### src/rtl/ihex_pkg.sv
// ----------------------------------------------------------------------------
// ihex_pkg
// Shared types, constants and the microcode table of the Intel HEX encoder.
// ----------------------------------------------------------------------------
package ihex_pkg;

   localparam int BUF_DEPTH = 16;
   localparam int BUF_AW    = 4;
   localparam int FILL_W    = 5;
   localparam int STEP_W    = 5;

   localparam logic CMD_DATA = 1'b0;
   localparam logic CMD_EOF  = 1'b1;

   localparam logic [6:0] CH_COLON = 7'h3A;
   localparam logic [6:0] CH_ZERO  = 7'h30;
   localparam logic [6:0] CH_ONE   = 7'h31;
   localparam logic [6:0] CH_F     = 7'h46;
   localparam logic [6:0] CH_CR    = 7'h0D;
   localparam logic [6:0] CH_LF    = 7'h0A;

   localparam logic [STEP_W-1:0] STEP_LINE    = 5'd0;
   localparam logic [STEP_W-1:0] STEP_DATA_HI = 5'd9;
   localparam logic [STEP_W-1:0] STEP_EOF     = 5'd15;
   localparam logic [STEP_W-1:0] STEP_LAST    = 5'd27;

   typedef enum logic [1:0] {
      CS_LIT = 2'd0,
      CS_HI  = 2'd1,
      CS_LO  = 2'd2
   } char_sel_type;

   typedef enum logic [2:0] {
      BS_COUNT = 3'd0,
      BS_AHI   = 3'd1,
      BS_ALO   = 3'd2,
      BS_ZERO  = 3'd3,
      BS_DATA  = 3'd4,
      BS_CSUM  = 3'd5
   } byte_sel_type;

   typedef enum logic [1:0] {
      J_NEXT = 2'd0,
      J_DATA = 2'd1,
      J_LINE = 2'd2,
      J_END  = 2'd3
   } jump_type;

   typedef struct packed {
      char_sel_type csel;
      logic [6:0]   lit;
      byte_sel_type bsel;
      logic         acc;
      jump_type     jmp;
   } uword_type;

   typedef struct packed {
      logic         start;
      logic         emit;
      char_sel_type csel;
      logic [6:0]   lit;
      byte_sel_type bsel;
      logic         acc;
      logic         k_inc;
      logic         last;
      logic         line_done;
   } dp_ctl_type;

   typedef struct packed {
      logic out_free;
      logic fill_zero;
      logic full_next;
      logic k_more;
   } dp_stat_type;

   function automatic logic [6:0] hex_char(input logic [3:0] nib);
      logic [6:0] n7;
      n7 = {3'b000, nib};
      hex_char = (nib < 4'd10) ? 7'(n7 + CH_ZERO) : 7'(n7 + 7'h37);
   endfunction

   // microcode ROM: one output character per step
   function automatic uword_type ucode(input logic [STEP_W-1:0] step);
      uword_type w;
      w = '{CS_LIT, CH_LF, BS_ZERO, 1'b0, J_END};
      unique case (step)
         5'd0:  w = '{CS_LIT, CH_COLON, BS_ZERO,  1'b0, J_NEXT};
         5'd1:  w = '{CS_HI,  CH_ZERO,  BS_COUNT, 1'b0, J_NEXT};
         5'd2:  w = '{CS_LO,  CH_ZERO,  BS_COUNT, 1'b1, J_NEXT};
         5'd3:  w = '{CS_HI,  CH_ZERO,  BS_AHI,   1'b0, J_NEXT};
         5'd4:  w = '{CS_LO,  CH_ZERO,  BS_AHI,   1'b1, J_NEXT};
         5'd5:  w = '{CS_HI,  CH_ZERO,  BS_ALO,   1'b0, J_NEXT};
         5'd6:  w = '{CS_LO,  CH_ZERO,  BS_ALO,   1'b1, J_NEXT};
         5'd7:  w = '{CS_LIT, CH_ZERO,  BS_ZERO,  1'b0, J_NEXT};
         5'd8:  w = '{CS_LIT, CH_ZERO,  BS_ZERO,  1'b0, J_NEXT};
         5'd9:  w = '{CS_HI,  CH_ZERO,  BS_DATA,  1'b0, J_NEXT};
         5'd10: w = '{CS_LO,  CH_ZERO,  BS_DATA,  1'b1, J_DATA};
         5'd11: w = '{CS_HI,  CH_ZERO,  BS_CSUM,  1'b0, J_NEXT};
         5'd12: w = '{CS_LO,  CH_ZERO,  BS_CSUM,  1'b0, J_NEXT};
         5'd13: w = '{CS_LIT, CH_CR,    BS_ZERO,  1'b0, J_NEXT};
         5'd14: w = '{CS_LIT, CH_LF,    BS_ZERO,  1'b0, J_LINE};
         5'd15: w = '{CS_LIT, CH_COLON, BS_ZERO,  1'b0, J_NEXT};
         5'd16: w = '{CS_LIT, CH_ZERO,  BS_ZERO,  1'b0, J_NEXT};
         5'd17: w = '{CS_LIT, CH_ZERO,  BS_ZERO,  1'b0, J_NEXT};
         5'd18: w = '{CS_LIT, CH_ZERO,  BS_ZERO,  1'b0, J_NEXT};
         5'd19: w = '{CS_LIT, CH_ZERO,  BS_ZERO,  1'b0, J_NEXT};
         5'd20: w = '{CS_LIT, CH_ZERO,  BS_ZERO,  1'b0, J_NEXT};
         5'd21: w = '{CS_LIT, CH_ZERO,  BS_ZERO,  1'b0, J_NEXT};
         5'd22: w = '{CS_LIT, CH_ZERO,  BS_ZERO,  1'b0, J_NEXT};
         5'd23: w = '{CS_LIT, CH_ONE,   BS_ZERO,  1'b0, J_NEXT};
         5'd24: w = '{CS_LIT, CH_F,     BS_ZERO,  1'b0, J_NEXT};
         5'd25: w = '{CS_LIT, CH_F,     BS_ZERO,  1'b0, J_NEXT};
         5'd26: w = '{CS_LIT, CH_CR,    BS_ZERO,  1'b0, J_NEXT};
         5'd27: w = '{CS_LIT, CH_LF,    BS_ZERO,  1'b0, J_END};
         default: w = '{CS_LIT, CH_LF,  BS_ZERO,  1'b0, J_END};
      endcase
      ucode = w;
   endfunction

endpackage

### src/rtl/ihex_datapath.sv
// ----------------------------------------------------------------------------
// ihex_datapath
// Line buffer, fill count, start address, checksum and output character
// register, driven by the sequencer's control word.
// ----------------------------------------------------------------------------
module ihex_datapath #(
   parameter int RECORD_BYTES = 16
) (
   input  logic                     clock,
   input  logic                     reset,
   input  logic                     req_accept,
   input  logic                     req_cmd,
   input  logic [7:0]               req_data_byte,
   input  logic [15:0]              req_byte_address,
   input  ihex_pkg::dp_ctl_type     ctl,
   output ihex_pkg::dp_stat_type    stat,
   output logic                     rsp_valid,
   input  logic                     rsp_ready,
   output logic [6:0]               rsp_out_char,
   output logic                     rsp_last_char
);

   logic [7:0]                    buf_mem [ihex_pkg::BUF_DEPTH];
   logic [7:0]                    rd_ff;
   logic [ihex_pkg::FILL_W-1:0]   fill_ff, fill_in;
   logic [ihex_pkg::FILL_W-1:0]   k_ff, k_in;
   logic [15:0]                   addr_ff;
   logic [7:0]                    sum_ff, sum_in;
   logic                          valid_ff, valid_in;
   logic [6:0]                    char_ff;
   logic                          last_ff;
   logic [7:0]                    sel_byte;
   logic [6:0]                    sel_char;
   logic                          wr_data;

   assign wr_data = req_accept && (req_cmd == ihex_pkg::CMD_DATA);

   always_comb begin
      fill_in = fill_ff;
      if (wr_data) begin
         fill_in = ihex_pkg::FILL_W'(fill_ff + 1'b1);
      end else if (ctl.line_done) begin
         fill_in = '0;
      end
   end

   always_comb begin
      k_in = k_ff;
      if (ctl.start) begin
         k_in = '0;
      end else if (ctl.k_inc) begin
         k_in = ihex_pkg::FILL_W'(k_ff + 1'b1);
      end
   end

   always_comb begin
      case (ctl.bsel)
         ihex_pkg::BS_COUNT: sel_byte = {3'b000, fill_ff};
         ihex_pkg::BS_AHI:   sel_byte = addr_ff[15:8];
         ihex_pkg::BS_ALO:   sel_byte = addr_ff[7:0];
         ihex_pkg::BS_DATA:  sel_byte = rd_ff;
         ihex_pkg::BS_CSUM:  sel_byte = 8'(8'd0 - sum_ff);
         default:            sel_byte = 8'd0;
      endcase
   end

   always_comb begin
      case (ctl.csel)
         ihex_pkg::CS_HI: sel_char = ihex_pkg::hex_char(sel_byte[7:4]);
         ihex_pkg::CS_LO: sel_char = ihex_pkg::hex_char(sel_byte[3:0]);
         default:         sel_char = ctl.lit;
      endcase
   end

   always_comb begin
      sum_in = sum_ff;
      if (ctl.start) begin
         sum_in = '0;
      end else if (ctl.emit && ctl.acc) begin
         sum_in = 8'(sum_ff + sel_byte);
      end
   end

   always_comb begin
      valid_in = valid_ff;
      if (ctl.emit) begin
         valid_in = 1'b1;
      end else if (rsp_ready) begin
         valid_in = 1'b0;
      end
   end

   always_ff @(posedge clock) begin
      if (reset) begin
         fill_ff  <= '0;
         addr_ff  <= '0;
         k_ff     <= '0;
         sum_ff   <= '0;
         valid_ff <= 1'b0;
      end else begin
         fill_ff  <= fill_in;
         k_ff     <= k_in;
         sum_ff   <= sum_in;
         valid_ff <= valid_in;
         if (wr_data && (fill_ff == '0)) begin
            addr_ff <= req_byte_address;
         end
      end
   end

   always_ff @(posedge clock) begin
      if (wr_data) begin
         buf_mem[fill_ff[ihex_pkg::BUF_AW-1:0]] <= req_data_byte;
      end
      rd_ff <= buf_mem[k_in[ihex_pkg::BUF_AW-1:0]];
   end

   always_ff @(posedge clock) begin
      if (ctl.emit) begin
         char_ff <= sel_char;
         last_ff <= ctl.last;
      end
   end

   assign stat.out_free  = !valid_ff || rsp_ready;
   assign stat.fill_zero = (fill_ff == '0);
   assign stat.full_next = (ihex_pkg::FILL_W'(fill_ff + 1'b1)
                            >= ihex_pkg::FILL_W'(RECORD_BYTES));
   assign stat.k_more    = (ihex_pkg::FILL_W'(k_ff + 1'b1) < fill_ff);

   assign rsp_valid     = valid_ff;
   assign rsp_out_char  = char_ff;
   assign rsp_last_char = last_ff;

   a_fill_bound: assert property (@(posedge clock) disable iff (reset)
      fill_ff <= ihex_pkg::FILL_W'(RECORD_BYTES))
      else $error("line fill beyond record size");
   a_k_bound: assert property (@(posedge clock) disable iff (reset)
      (ctl.emit && ctl.bsel == ihex_pkg::BS_DATA) |-> (k_ff < fill_ff))
      else $error("data index past fill");
   a_emit_free: assert property (@(posedge clock) disable iff (reset)
      ctl.emit |-> (!valid_ff || rsp_ready))
      else $error("output register overwritten");

endmodule

### src/rtl/ihex_sequencer.sv
// ----------------------------------------------------------------------------
// ihex_sequencer
// Step counter over the microcode table, with data loop and end-of-line
// jumps; launches a program for each item that produces text.
// ----------------------------------------------------------------------------
module ihex_sequencer (
   input  logic                     clock,
   input  logic                     reset,
   input  logic                     req_accept,
   input  logic                     req_cmd,
   input  logic                     req_last_of_chunk,
   input  ihex_pkg::dp_stat_type    stat,
   output ihex_pkg::dp_ctl_type     ctl,
   output logic                     req_ready
);

   logic                          busy_ff, busy_in;
   logic [ihex_pkg::STEP_W-1:0]   step_ff, step_in;
   logic                          eofp_ff, eofp_in;
   ihex_pkg::uword_type           uw;

   always_comb begin
      uw        = ihex_pkg::ucode(step_ff);
      busy_in   = busy_ff;
      step_in   = step_ff;
      eofp_in   = eofp_ff;
      ctl.start = !busy_ff;
      ctl.emit  = 1'b0;
      ctl.csel  = uw.csel;
      ctl.lit   = uw.lit;
      ctl.bsel  = uw.bsel;
      ctl.acc   = uw.acc;
      ctl.k_inc = 1'b0;
      ctl.last  = 1'b0;
      ctl.line_done = 1'b0;
      if (!busy_ff) begin
         if (req_accept) begin
            if (req_cmd == ihex_pkg::CMD_DATA) begin
               if (stat.full_next || req_last_of_chunk) begin
                  busy_in = 1'b1;
                  step_in = ihex_pkg::STEP_LINE;
                  eofp_in = 1'b0;
               end
            end else begin
               busy_in = 1'b1;
               eofp_in = 1'b1;
               step_in = stat.fill_zero ? ihex_pkg::STEP_EOF : ihex_pkg::STEP_LINE;
            end
         end
      end else if (stat.out_free) begin
         ctl.emit = 1'b1;
         unique case (uw.jmp)
            ihex_pkg::J_NEXT: begin
               step_in = ihex_pkg::STEP_W'(step_ff + 1'b1);
            end
            ihex_pkg::J_DATA: begin
               ctl.k_inc = 1'b1;
               step_in = stat.k_more ? ihex_pkg::STEP_DATA_HI
                                     : ihex_pkg::STEP_W'(step_ff + 1'b1);
            end
            ihex_pkg::J_LINE: begin
               ctl.line_done = 1'b1;
               if (eofp_ff) begin
                  step_in = ihex_pkg::STEP_EOF;
               end else begin
                  ctl.last = 1'b1;
                  busy_in  = 1'b0;
               end
            end
            ihex_pkg::J_END: begin
               ctl.last = 1'b1;
               busy_in  = 1'b0;
            end
            default: begin
               busy_in = 1'b0;
            end
         endcase
      end
   end

   always_ff @(posedge clock) begin
      if (reset) begin
         busy_ff <= 1'b0;
         step_ff <= '0;
         eofp_ff <= 1'b0;
      end else begin
         busy_ff <= busy_in;
         step_ff <= step_in;
         eofp_ff <= eofp_in;
      end
   end

   assign req_ready = !busy_ff;

   a_step_range: assert property (@(posedge clock) disable iff (reset)
      busy_ff |-> (step_ff <= ihex_pkg::STEP_LAST))
      else $error("step counter out of program");
   a_last_ends: assert property (@(posedge clock) disable iff (reset)
      (ctl.emit && ctl.last) |=> !busy_ff)
      else $error("sequencer busy after final character");
   a_eof_entry: assert property (@(posedge clock) disable iff (reset)
      (req_accept && req_cmd == ihex_pkg::CMD_EOF) |=> (busy_ff && eofp_ff))
      else $error("end command did not start end-of-file program");

endmodule

### src/rtl/intel_hex_record_encoder_top.sv
// ----------------------------------------------------------------------------
// intel_hex_record_encoder_top
// Intel HEX data record encoder, 16-bit addresses, microcoded sequencer.
// ----------------------------------------------------------------------------
// Input channel (req_*): one item per code byte (cmd = 0) with its load
// address and an end-of-chunk mark, or an end command (cmd = 1). Bytes are
// buffered until RECORD_BYTES are held or a chunk ends; the line is then
// sent on the result channel (rsp_*) as ASCII text, one character per item:
// ':' count address "00" data checksum CR LF. An end command flushes a
// partial line and then sends ":00000001FF" CR LF. rsp_last_char marks the
// final character caused by one input item.
// Timing: a buffered byte with no output leaves req_ready high. A record
// with N data bytes is 2N + 13 characters, the end-of-file record 13; the
// item holds the input until its last character is loaded. One character
// leaves per cycle while rsp_ready is high, from the single output register
// fed by the microcode step counter. req_ready is low while a program runs.
// Receiver stall: the sequencer holds its step while a character waits in
// the output register and rsp_ready is low; no character is lost. Reset
// empties the line and idles the sequencer.
// ----------------------------------------------------------------------------
module intel_hex_record_encoder_top #(
   parameter int RECORD_BYTES = 16
) (
   input  logic        clock,
   input  logic        reset,
   input  logic        req_valid,
   output logic        req_ready,
   input  logic        req_cmd,
   input  logic [7:0]  req_data_byte,
   input  logic [15:0] req_byte_address,
   input  logic        req_last_of_chunk,
   output logic        rsp_valid,
   input  logic        rsp_ready,
   output logic [6:0]  rsp_out_char,
   output logic        rsp_last_char
);

   ihex_pkg::dp_ctl_type  ctl;
   ihex_pkg::dp_stat_type stat;
   logic                  req_accept;

   assign req_accept = req_valid && req_ready;

   ihex_sequencer u_seq (
      .clock             (clock),
      .reset             (reset),
      .req_accept        (req_accept),
      .req_cmd           (req_cmd),
      .req_last_of_chunk (req_last_of_chunk),
      .stat              (stat),
      .ctl               (ctl),
      .req_ready         (req_ready)
   );

   ihex_datapath #(
      .RECORD_BYTES (RECORD_BYTES)
   ) u_dp (
      .clock            (clock),
      .reset            (reset),
      .req_accept       (req_accept),
      .req_cmd          (req_cmd),
      .req_data_byte    (req_data_byte),
      .req_byte_address (req_byte_address),
      .ctl              (ctl),
      .stat             (stat),
      .rsp_valid        (rsp_valid),
      .rsp_ready        (rsp_ready),
      .rsp_out_char     (rsp_out_char),
      .rsp_last_char    (rsp_last_char)
   );

endmodule
### config.mk
export PLATFORM = sky130hd
export DESIGN_NAME = intel_hex_record_encoder_top
export DESIGN_NICKNAME = d
export VERILOG_FILES = /design/src/rtl/ihex_pkg.sv /design/src/rtl/ihex_datapath.sv /design/src/rtl/ihex_sequencer.sv /design/src/rtl/intel_hex_record_encoder_top.sv
export SDC_FILE = /design/constraint.sdc
export NUM_CORES = 1
export LEC_CHECK = 0
export BUFFER_PORTS_ARGS = -buffer_cell sky130_fd_sc_hd__buf_2
export CAP_MARGIN = 30
export CORE_ASPECT_RATIO = 0.8
export CORE_UTILIZATION = 54
export DETAILED_ROUTE_END_ITERATION = 8
export GPL_ROUTABILITY_DRIVEN = 0
export PLACE_DENSITY_LB_ADDON = 0.12
export SKIP_LAST_GASP = 1
export SYNTH_ARGS = -nofsm -noshare
export SYNTH_HDL_FRONTEND = slang
export SYNTH_SLANG_ARGS = --single-unit
### constraint.sdc
create_clock -name clock -period 3.69 [get_ports clock]
set_input_delay 0.9225 -clock clock [delete_from_list [all_inputs] [get_ports clock]]
set_output_delay 0.9225 -clock clock [all_outputs]
set_load 0.1 [all_outputs]
==> results of run 1 <==
[layout by cell type (no fill, tap or decap), drive strengths merged, types with 4 or more instances in the layout]
cell | synthesis | final
mux2i | 34 | 34
xnor2 | 12 | 12
and2 | 5 | 5
o21ai | 27 | 27
nor3 | 14 | 14
a21o | 5 | 5
a21oi | 52 | 52
nand2b | 10 | 10
dfxtp | 64 | 64
or3 | 6 | 6
and3 | 6 | 6
ha | 32 | 32
mux4 | 32 | 32
nor2 | 41 | 41
inv | 34 | 40
buf | 10 | 66
clkbuf | 17 | 17
nor4 | 4 | 4
nor2b | 8 | 8
edfxtp | 136 | 136
a31oi | 4 | 4
a211oi | 8 | 8
nand2 | 79 | 79
nand3 | 20 | 20
o21a | 5 | 5
[logic make-up (layout without fill, tap and decap cells)]
family          after synthesis  in the layout  share of synthesized area (%)
simple gates                208            208                           10.8
flops                       200            200                           58.9
compound gates              140            140                           9.82
mux                          67             67                           11.8
buf+inv                      61            132                           2.62
fa+ha+maj                    33             33                           4.62
xor+xnor                     15             15                           1.44
[state kept, by name, indices dropped and copies added (netlist names)]
name,cells
u_dp.addr_ff,16
u_dp.buf_mem,128
u_dp.fill_ff,5
u_dp.k_ff,5
u_dp.rd_ff,8
u_dp.rsp_last_char,1
u_dp.rsp_out_char,7
u_dp.rsp_valid,1
u_dp.sum_ff,8
u_seq.busy_ff,1
u_seq.eofp_ff,1
u_seq.step_ff,5
u_seq.uw,14
[final timing paths]
| kind | endpoint | depth (start not counted) | from | slack [ns] |
|---|---|---|---|---|
| max reg2reg | u_seq.uw[6]$_DFF_P_ | 11 | u_seq.uw[0]$_DFF_P_ | 0.29 |
| min | u_dp.addr_ff[11]$_SDFFE_PP0P_ | 2 | u_dp.addr_ff[11]$_SDFFE_PP0P_ | 0.45 |
| max | u_seq.uw[6]$_DFF_P_ | 11 | u_seq.uw[0]$_DFF_P_ | 0.29 |
| min reg2reg | u_dp.addr_ff[11]$_SDFFE_PP0P_ | 2 | u_dp.addr_ff[11]$_SDFFE_PP0P_ | 0.45 |
[per-layer routing]
| layer | global-route usage [%] | part of all wire (%) | vias up |
|---|---|---|---|
| met5 | 0 | 0 | - |
| met4 | 7.73 | 1.4 | 0 |
| met3 | 5.60 | 6.5 | 28 |
| met2 | 34.8 | 44 | 220 |
| met1 | 36.7 | 48 | 2974 |
| li1 | - | - | 2835 |
[worst max-delay path: cells and delay by family (launching register included)]
| family | cells | cell delay [ns] |
|---|---|---|
| DFF | 1 | 0.38 |
| buffers and inverters | 1 | 0.08 |
| adders and majority gates | 2 | 0.58 |
| and+or+nand+nor | 4 | 1.43 |
| AOI/OAI and AO/OA | 3 | 0.71 |
| muxes | 1 | 0.15 |
[stage by stage]
stage | hold slack (ns) | setup slack [ns] | cells | power [W]
floorplan | 0.432 | 0.576 | 724 | 0.00297
global placement | 0.440 | 0.392 | 983 | 0.00311
detailed placement | 0.443 | 0.183 | 983 | 0.00313
CTS | 0.452 | 0.313 | 1015 | 0.00505
global route | 0.482 | 0.0476 | 1015 | 0.00519
finish | 0.451 | 0.286 | 1015 | 0.00502
[synth_stat cells, types with 8 or more instances]
library cell / instances / area, sq um
mux4_2: 32 / 721
a211oi_1: 8 / 60.1
nand2b_1: 10 / 62.6
nand2_1: 79 / 297
inv_1: 32 / 120
ha_1: 32 / 400
nor3_1: 14 / 70.1
xnor2_1: 12 / 105
o21ai_0: 22 / 110
nor2_1: 41 / 154
nor2b_1: 8 / 50.1
buf_2: 8 / 40.0
mux2i_1: 34 / 340
a21oi_1: 52 / 260
edfxtp_1: 136 / 4080
nand3_1: 20 / 100
clkbuf_1: 17 / 63.8
dfxtp_1: 64 / 1280
[layout make-up]
cell class	instances	share of cell area, %
Clock inverter	15	1.82
Timing Repair Buffer	66	3.98
Clock buffer	17	4.13
Sequential cell	200	52.1
Inverter	34	1.24
Tap cell	220	2.67
Multi-Input combinational cell	463	34.1
[power groups by stage]
| stage | logic [W] | registers, W | clock network (W) |
|---|---|---|---|
| detailed placement | 0.000562 | 0.00257 | 0 |
| floorplan | 0.000357 | 0.00261 | 0 |
| CTS | 0.000566 | 0.00252 | 0.00196 |
| global route | 0.000620 | 0.00252 | 0.00205 |
| global placement | 0.000546 | 0.00257 | 0 |
| finish | 0.000573 | 0.00252 | 0.00193 |
[repair_timing]
item | 4_1_cts | 5_1_grt
endpoints found under the setup margin | 0 | 1
gates resized for setup | 0 | 1
setup buffers | 0 | 0
==> out/metrics.yaml, run 1 <==
outcome:
  status: "completed"
sta:
  drv_slew: 0
  min_period_ns: 3.40
  finalSetupTns_ns: 0
  tightest_slew_ns: 0.834
  hold_viol: 0
  fin_crit_sh_pct: 92.2
  relSlewSlack_pct: 43.6
  fmax_ghz: 0.294
  finalSetupViolCount: 0
  rsz0062_at_grt: "false"
  finClkSkew_ns: 0.00926
worst_setup_path:
  critPathLaunchType: "flip-flop"
  crit_fanout: 8
  path_cells: "inv_1, ha_1, or3_1, and4_1, a21oi_1, a32oi_1, nor2_1, ha_1, or3b_2, mux2i_1, o2bb2ai_1"
  cp_slowest_stage_delay_ns: 0.46
  slowest_stage: "or3b_2"
  cpMostUsedCell: "ha_1"
  critical_path_class: "flip-flop to flip-flop"
  arrival_ns: 3.77
  required_ns: 4.05
  worst_setup_path_end_kind: "flip-flop"
cells_and_area:
  diodes: 0
  fin_nets: 845
  fin_area_sq_mm: 0.0103
  fillers: 1314
  post-route-util_pct: 62.4
  drive_above_1_share_pct: 17.6
  multiInputGateArea_sq_mm: 0.00351
  seq_area_sq_mm: 0.00537
  areaGrowthSynthToFinish_pct: 13.1
drt:
  drt_first_pass_iters: 5
  num_vias: 6057
  wl_mm: 20.2
  post_drt_wl_per_cell_um: 19.9
  ant_nets: 0
  detail_route.vias_per_cell: 5.97
  drt_drc_violations_left: 0
  drt-initial-drc-count: 527
synth:
  synth.distinct_cells: 65
  synth-edff-count: 136
  synth_ff_type: "edfxtp_1"
  synth_seq_cells: 200
  synth_warnings: 0
  synthesis.nets: 787
  ys_seq_area_share_pct: 58.9
  netlist_area_sq_mm: 0.00911
  syn_area_per_cell_sq_um: 12.6
  synthCells: 724
  async_reset_ff_share_pct: 0
global_route:
  globalRouteTotalUtil_pct: 24.3
  grt_max_degree: 34
  antenna_found_initial: 0
  grt_first_pass_wirelength_mm: 31.4
  grt_pass1_vias: 5697
  overflow: 0
pwr:
  power.internal_w: 0.00373
  ir_drop_mv: 0.304
  switchingPower_w: 0.00130
  clkPwrFrac_pct: 38.5
  p_seq_share_pct: 50.1
  leakagePower_nw: 3.62
  switching_share_pct: 25.8
  pwr-share-comb_pct: 11.4
  p_per_area_mw_per_mm2: 488
floorplan:
  core_area_sq_mm: 0.0165
  dieArea_sq_mm: 0.0174
  pin_count: 40
  fp.dieH_um: 118
  rows: 42
  die_w_um: 147
  initial_core_util_pct: 55.2
placement:
  hpwl_mm: 14.3
  placed_area_sq_mm: 0.00969
  port_buffers: 39
cts:
  cts_buffers: 17
  cts_hold_buf: 0
  root_buffer: "clkbuf_16"
  h-tree-depth: 4
  cts.sinks: 200
  cts_tree: "done"
  cts.clk_slew.worst_paths_ns: 0.07
  cts_buffer_depth: 2
  worstSkewPairLatency_ns: 0.44
worst_hold_path:
  hold_path.class: "flip-flop to flip-flop"
flow_run:
  max-cap-violations: 0
(Power assumes the default switching activity.)
==> inputs of run 2 (changes only) <==
--- a/config.mk
+++ b/config.mk
@@ -7,8 +7,10 @@
 export LEC_CHECK = 0
 export BUFFER_PORTS_ARGS = -buffer_cell sky130_fd_sc_hd__buf_2
 export CAP_MARGIN = 30
-export CORE_ASPECT_RATIO = 0.8
+export CORE_ASPECT_RATIO = 1.1
 export CORE_UTILIZATION = 54
+export CTS_BUF_LIST = sky130_fd_sc_hd__clkbuf_8
+export CTS_CLUSTER_DIAMETER = 50
 export DETAILED_ROUTE_END_ITERATION = 8
 export GPL_ROUTABILITY_DRIVEN = 0
 export PLACE_DENSITY_LB_ADDON = 0.12
==> run 2 against run 1 <==
Combinational power hardly changed. Design area down 2.3%. Cell count is 1.6% lower. Largest power group unchanged. Register-to-register slack hardly changed. Routed wire length shrank 4.5%. Worst setup slack worse by 0.0070 ns. Critical path depth is the same. Critical path type unchanged. Via count shrank 2.6%. Maximum frequency down 0.21%. Highest routed layer unchanged. Clock skew rose by 0.0036 ns.
==> out/metrics.yaml, run 2 (same netlist as run 1, synthesis figures left out) <==
outcome:
  status: "completed"  # unchanged
sta:
  fin_crit_sh_pct: 92.4  # was 92.2%
  finalSetupViolCount: 0  # unchanged
  relSlewSlack_pct: 44.6  # was 43.6%
  hold_viol: 0  # unchanged
  worst_hold_slack_ns: 0.461  # was 0.451 ns
  finalSetupTns_ns: 0  # unchanged
  finClkSkew_ns: 0.0128  # was 0.00926 ns
  fmax_ghz: 0.293  # was 0.294 GHz
  drv_slew: 0  # unchanged
  tightest_slew_ns: 0.829  # was 0.834 ns
  min_period_ns: 3.41  # was 3.40 ns
  rsz0062_at_grt: "false"  # unchanged
  fin_ws_ns: 0.279  # was 0.286 ns
floorplan:
  pin_count: 40  # unchanged
  core_area_sq_mm: 0.0164  # was 0.0165 sq mm
  dieArea_sq_mm: 0.0174  # about the same
  die_w_um: 126  # was 147 um
  rows: 49  # was 42
  fp.dieH_um: 138  # was 118 um
  initial_core_util_pct: 55.4  # was 55.2%
cts:
  root_buffer: "clkbuf_8"  # was clkbuf_16
  cts.sinks: 200  # unchanged
  post_cts_buffers: 0  # unchanged
  cts_buffers: 17  # unchanged
  cts_buffer_depth: 2  # unchanged
  cts.clk_slew.worst_paths_ns: 0.09  # was 0.07 ns
  h-tree-depth: 4  # unchanged
  worstSkewPairLatency_ns: 0.47  # was 0.44 ns
  cts_hold_buf: 0  # unchanged
  cts_resized: 0  # unchanged
  cts_tree: "done"  # unchanged
worst_hold_path:
  hold_path.class: "flip-flop to flip-flop"  # unchanged
  min_from: "u_dp.addr_ff[1]$_SDFFE_PP0P_"  # was u_dp.addr_ff[11]$_SDFFE_PP0P_
pwr:
  p_per_area_mw_per_mm2: 446  # was 488 mW/mm^2
  ir_drop_mv: 0.240  # was 0.304 mV
  switchingPower_w: 0.00121  # was 0.00130 W
  power.internal_w: 0.00328  # was 0.00373 W
  p_seq_share_pct: 55.9  # was 50.1%
  pwr-share-comb_pct: 12.8  # was 11.4%
  leakagePower_nw: 3.53  # was 3.62 nW
  clkPwrFrac_pct: 31.3  # was 38.5%
  switching_share_pct: 26.9  # was 25.8%
worst_setup_path:
  path_cells: "inv_1, ha_1, or3_1, and4_1, a21oi_1, a32oi_1, nor2_1, ha_1, or3b_2, mux2i_1, o2bb2ai_1"  # unchanged
  cp_num_buf_inv: 1  # unchanged
  critical_path_class: "flip-flop to flip-flop"  # unchanged
  cp_slowest_stage_delay_ns: 0.46  # about the same
  cp-startpoint: "u_seq.uw[0]$_DFF_P_"  # unchanged
  required_ns: 4.09  # was 4.05 ns
  worst_setup_path_end_kind: "flip-flop"  # unchanged
  arrival_ns: 3.81  # was 3.77 ns
  r2r_start: "u_seq.uw[0]$_DFF_P_"  # unchanged
  critPathTopFamily: "simple AND/OR/NAND/NOR gates"  # unchanged
  critPathLaunchType: "flip-flop"  # unchanged
  cpMostUsedCell: "ha_1"  # unchanged
  crit_fanout: 8  # unchanged
  slowest_stage: "a21oi_1"  # was or3b_2
cells_and_area:
  largest_reg_flops: 128  # unchanged
  fillers: 1286  # was 1314
  multiInputGateArea_sq_mm: 0.00351  # unchanged
  fin_nets: 845  # unchanged
  seq_area_sq_mm: 0.00537  # about the same
  areaGrowthSynthToFinish_pct: 10.5  # was 13.1%
  diodes: 0  # unchanged
  layout_common_cells: "136 x edfxtp_1, 78 x nand2_1, 64 x dfxtp_1, 52 x a21oi_1, 41 x nor2_1"  # was 136 x edfxtp_1, 78 x nand2_1, 63 x dfxtp_1, 52 x a21oi_1, 41 x nor2_1
  post-route-util_pct: 61.2  # was 62.4%
  drive_above_1_share_pct: 17.2  # was 17.6%
  layout_commonest_cell: "edfxtp_1"  # unchanged
drt:
  wl_met1_mm: 8.52  # was 9.71 mm
  drt_first_pass_iters: 5  # unchanged
  detail_route.vias_per_cell: 5.90  # was 5.97
  post_drt_wl_per_cell_um: 19.3  # was 19.9 um
  drt_drc_violations_left: 0  # unchanged
  drt-initial-drc-count: 466  # was 527
  ant_nets: 0  # unchanged
  route.met3.wl_um: 670  # was 1.32 mm
  wl_met2_mm: 9.58  # was 8.92 mm
  wl_mm: 19.3  # was 20.2 mm
  num_vias: 5899  # was 6057
  top_layer: "met4"  # unchanged
global_route:
  antenna_found_initial: 0  # unchanged
  grt_first_pass_wirelength_mm: 31.0  # was 31.4 mm
  grt_pass1_vias: 5873  # was 5697
  grt_max_degree: 24  # was 34
  globalRouteTotalUtil_pct: 23.6  # was 24.3%
  overflow: 0  # unchanged
placement:
  preCtsSetupSlack_ns: 0.219  # was 0.183 ns
  port_buffers: 39  # unchanged
  hpwl_mm: 13.7  # was 14.3 mm
flow_run:
  max-cap-violations: 0  # unchanged
[run 2: changes by cell type in the layout (fill, tap and decap cells not counted)]
cell and change:
dfxtp_1 +1, clkinvlp_4 -2, clkbuf_16 -17, inv_1 +3, bufinv_16 -1, inv_8 -1, clkbuf_8 +18, dfxtp_2 -1
clkinv_1 -1, inv_6 +1
[run 2: path summary, 6_finish.rpt]
path / to / slack, ns / cells past startpoint
worst max-delay path: u_seq.uw[6]$_DFF_P_ / 0.28 / 11
worst min-delay path: u_dp.addr_ff[1]$_SDFFE_PP0P_ / 0.46 / 2
worst max register to register: u_seq.uw[6]$_DFF_P_ / 0.28 / 11
worst min register to register: u_dp.addr_ff[1]$_SDFFE_PP0P_ / 0.46 / 2
[run 2: layer usage]
layer	vias to the layer above	GRT usage, %
li1	2827	-
met1	2893	30.4
met2	145	39.2
met3	34	4.88
met4	0	9.51
met5	-	0
[run 2: layout make-up]
cell class                 count  share of cell area [%]
clock buffer                  18                    2.46
inverter                      34                    1.27
tap                          204                    2.54
multi-input combinational    463                    34.9
clock inverter                14                    1.47
sequential                   200                    53.3
timing repair buffer          66                    4.08
[run 2: worst register-to-register path: stages (launching register included)]
cell	delay, ns
dfxtp_1	0.37
inv_1	0.07
ha_1	0.32
or3_1	0.41
and4_1	0.24
a21oi_1	0.46
a32oi_1	0.17
nor2_1	0.30
ha_1	0.28
or3b_2	0.45
mux2i_1	0.15
o2bb2ai_1	0.12
[run 2: power by group through the flow]
stage               clock [W]  sequential [W]  combinational, W
finish                0.00140         0.00251          0.000572
global route          0.00153         0.00252          0.000623
CTS                   0.00142         0.00251          0.000570
detailed placement          0         0.00256          0.000567
global placement            0         0.00256          0.000558
floorplan                   0         0.00261          0.000357
[run 2: per-stage QoR]
| stage | total power (W) | instance area (sq um) | cells |
|---|---|---|---|
| after floorplan | 0.00297 | 9110 | 724 |
| after global placement | 0.00312 | 9670 | 967 |
| after detailed placement | 0.00313 | 9670 | 967 |
| after CTS | 0.00450 | 10100 | 999 |
| after global routing | 0.00467 | 10100 | 999 |
| final | 0.00448 | 10100 | 999 |
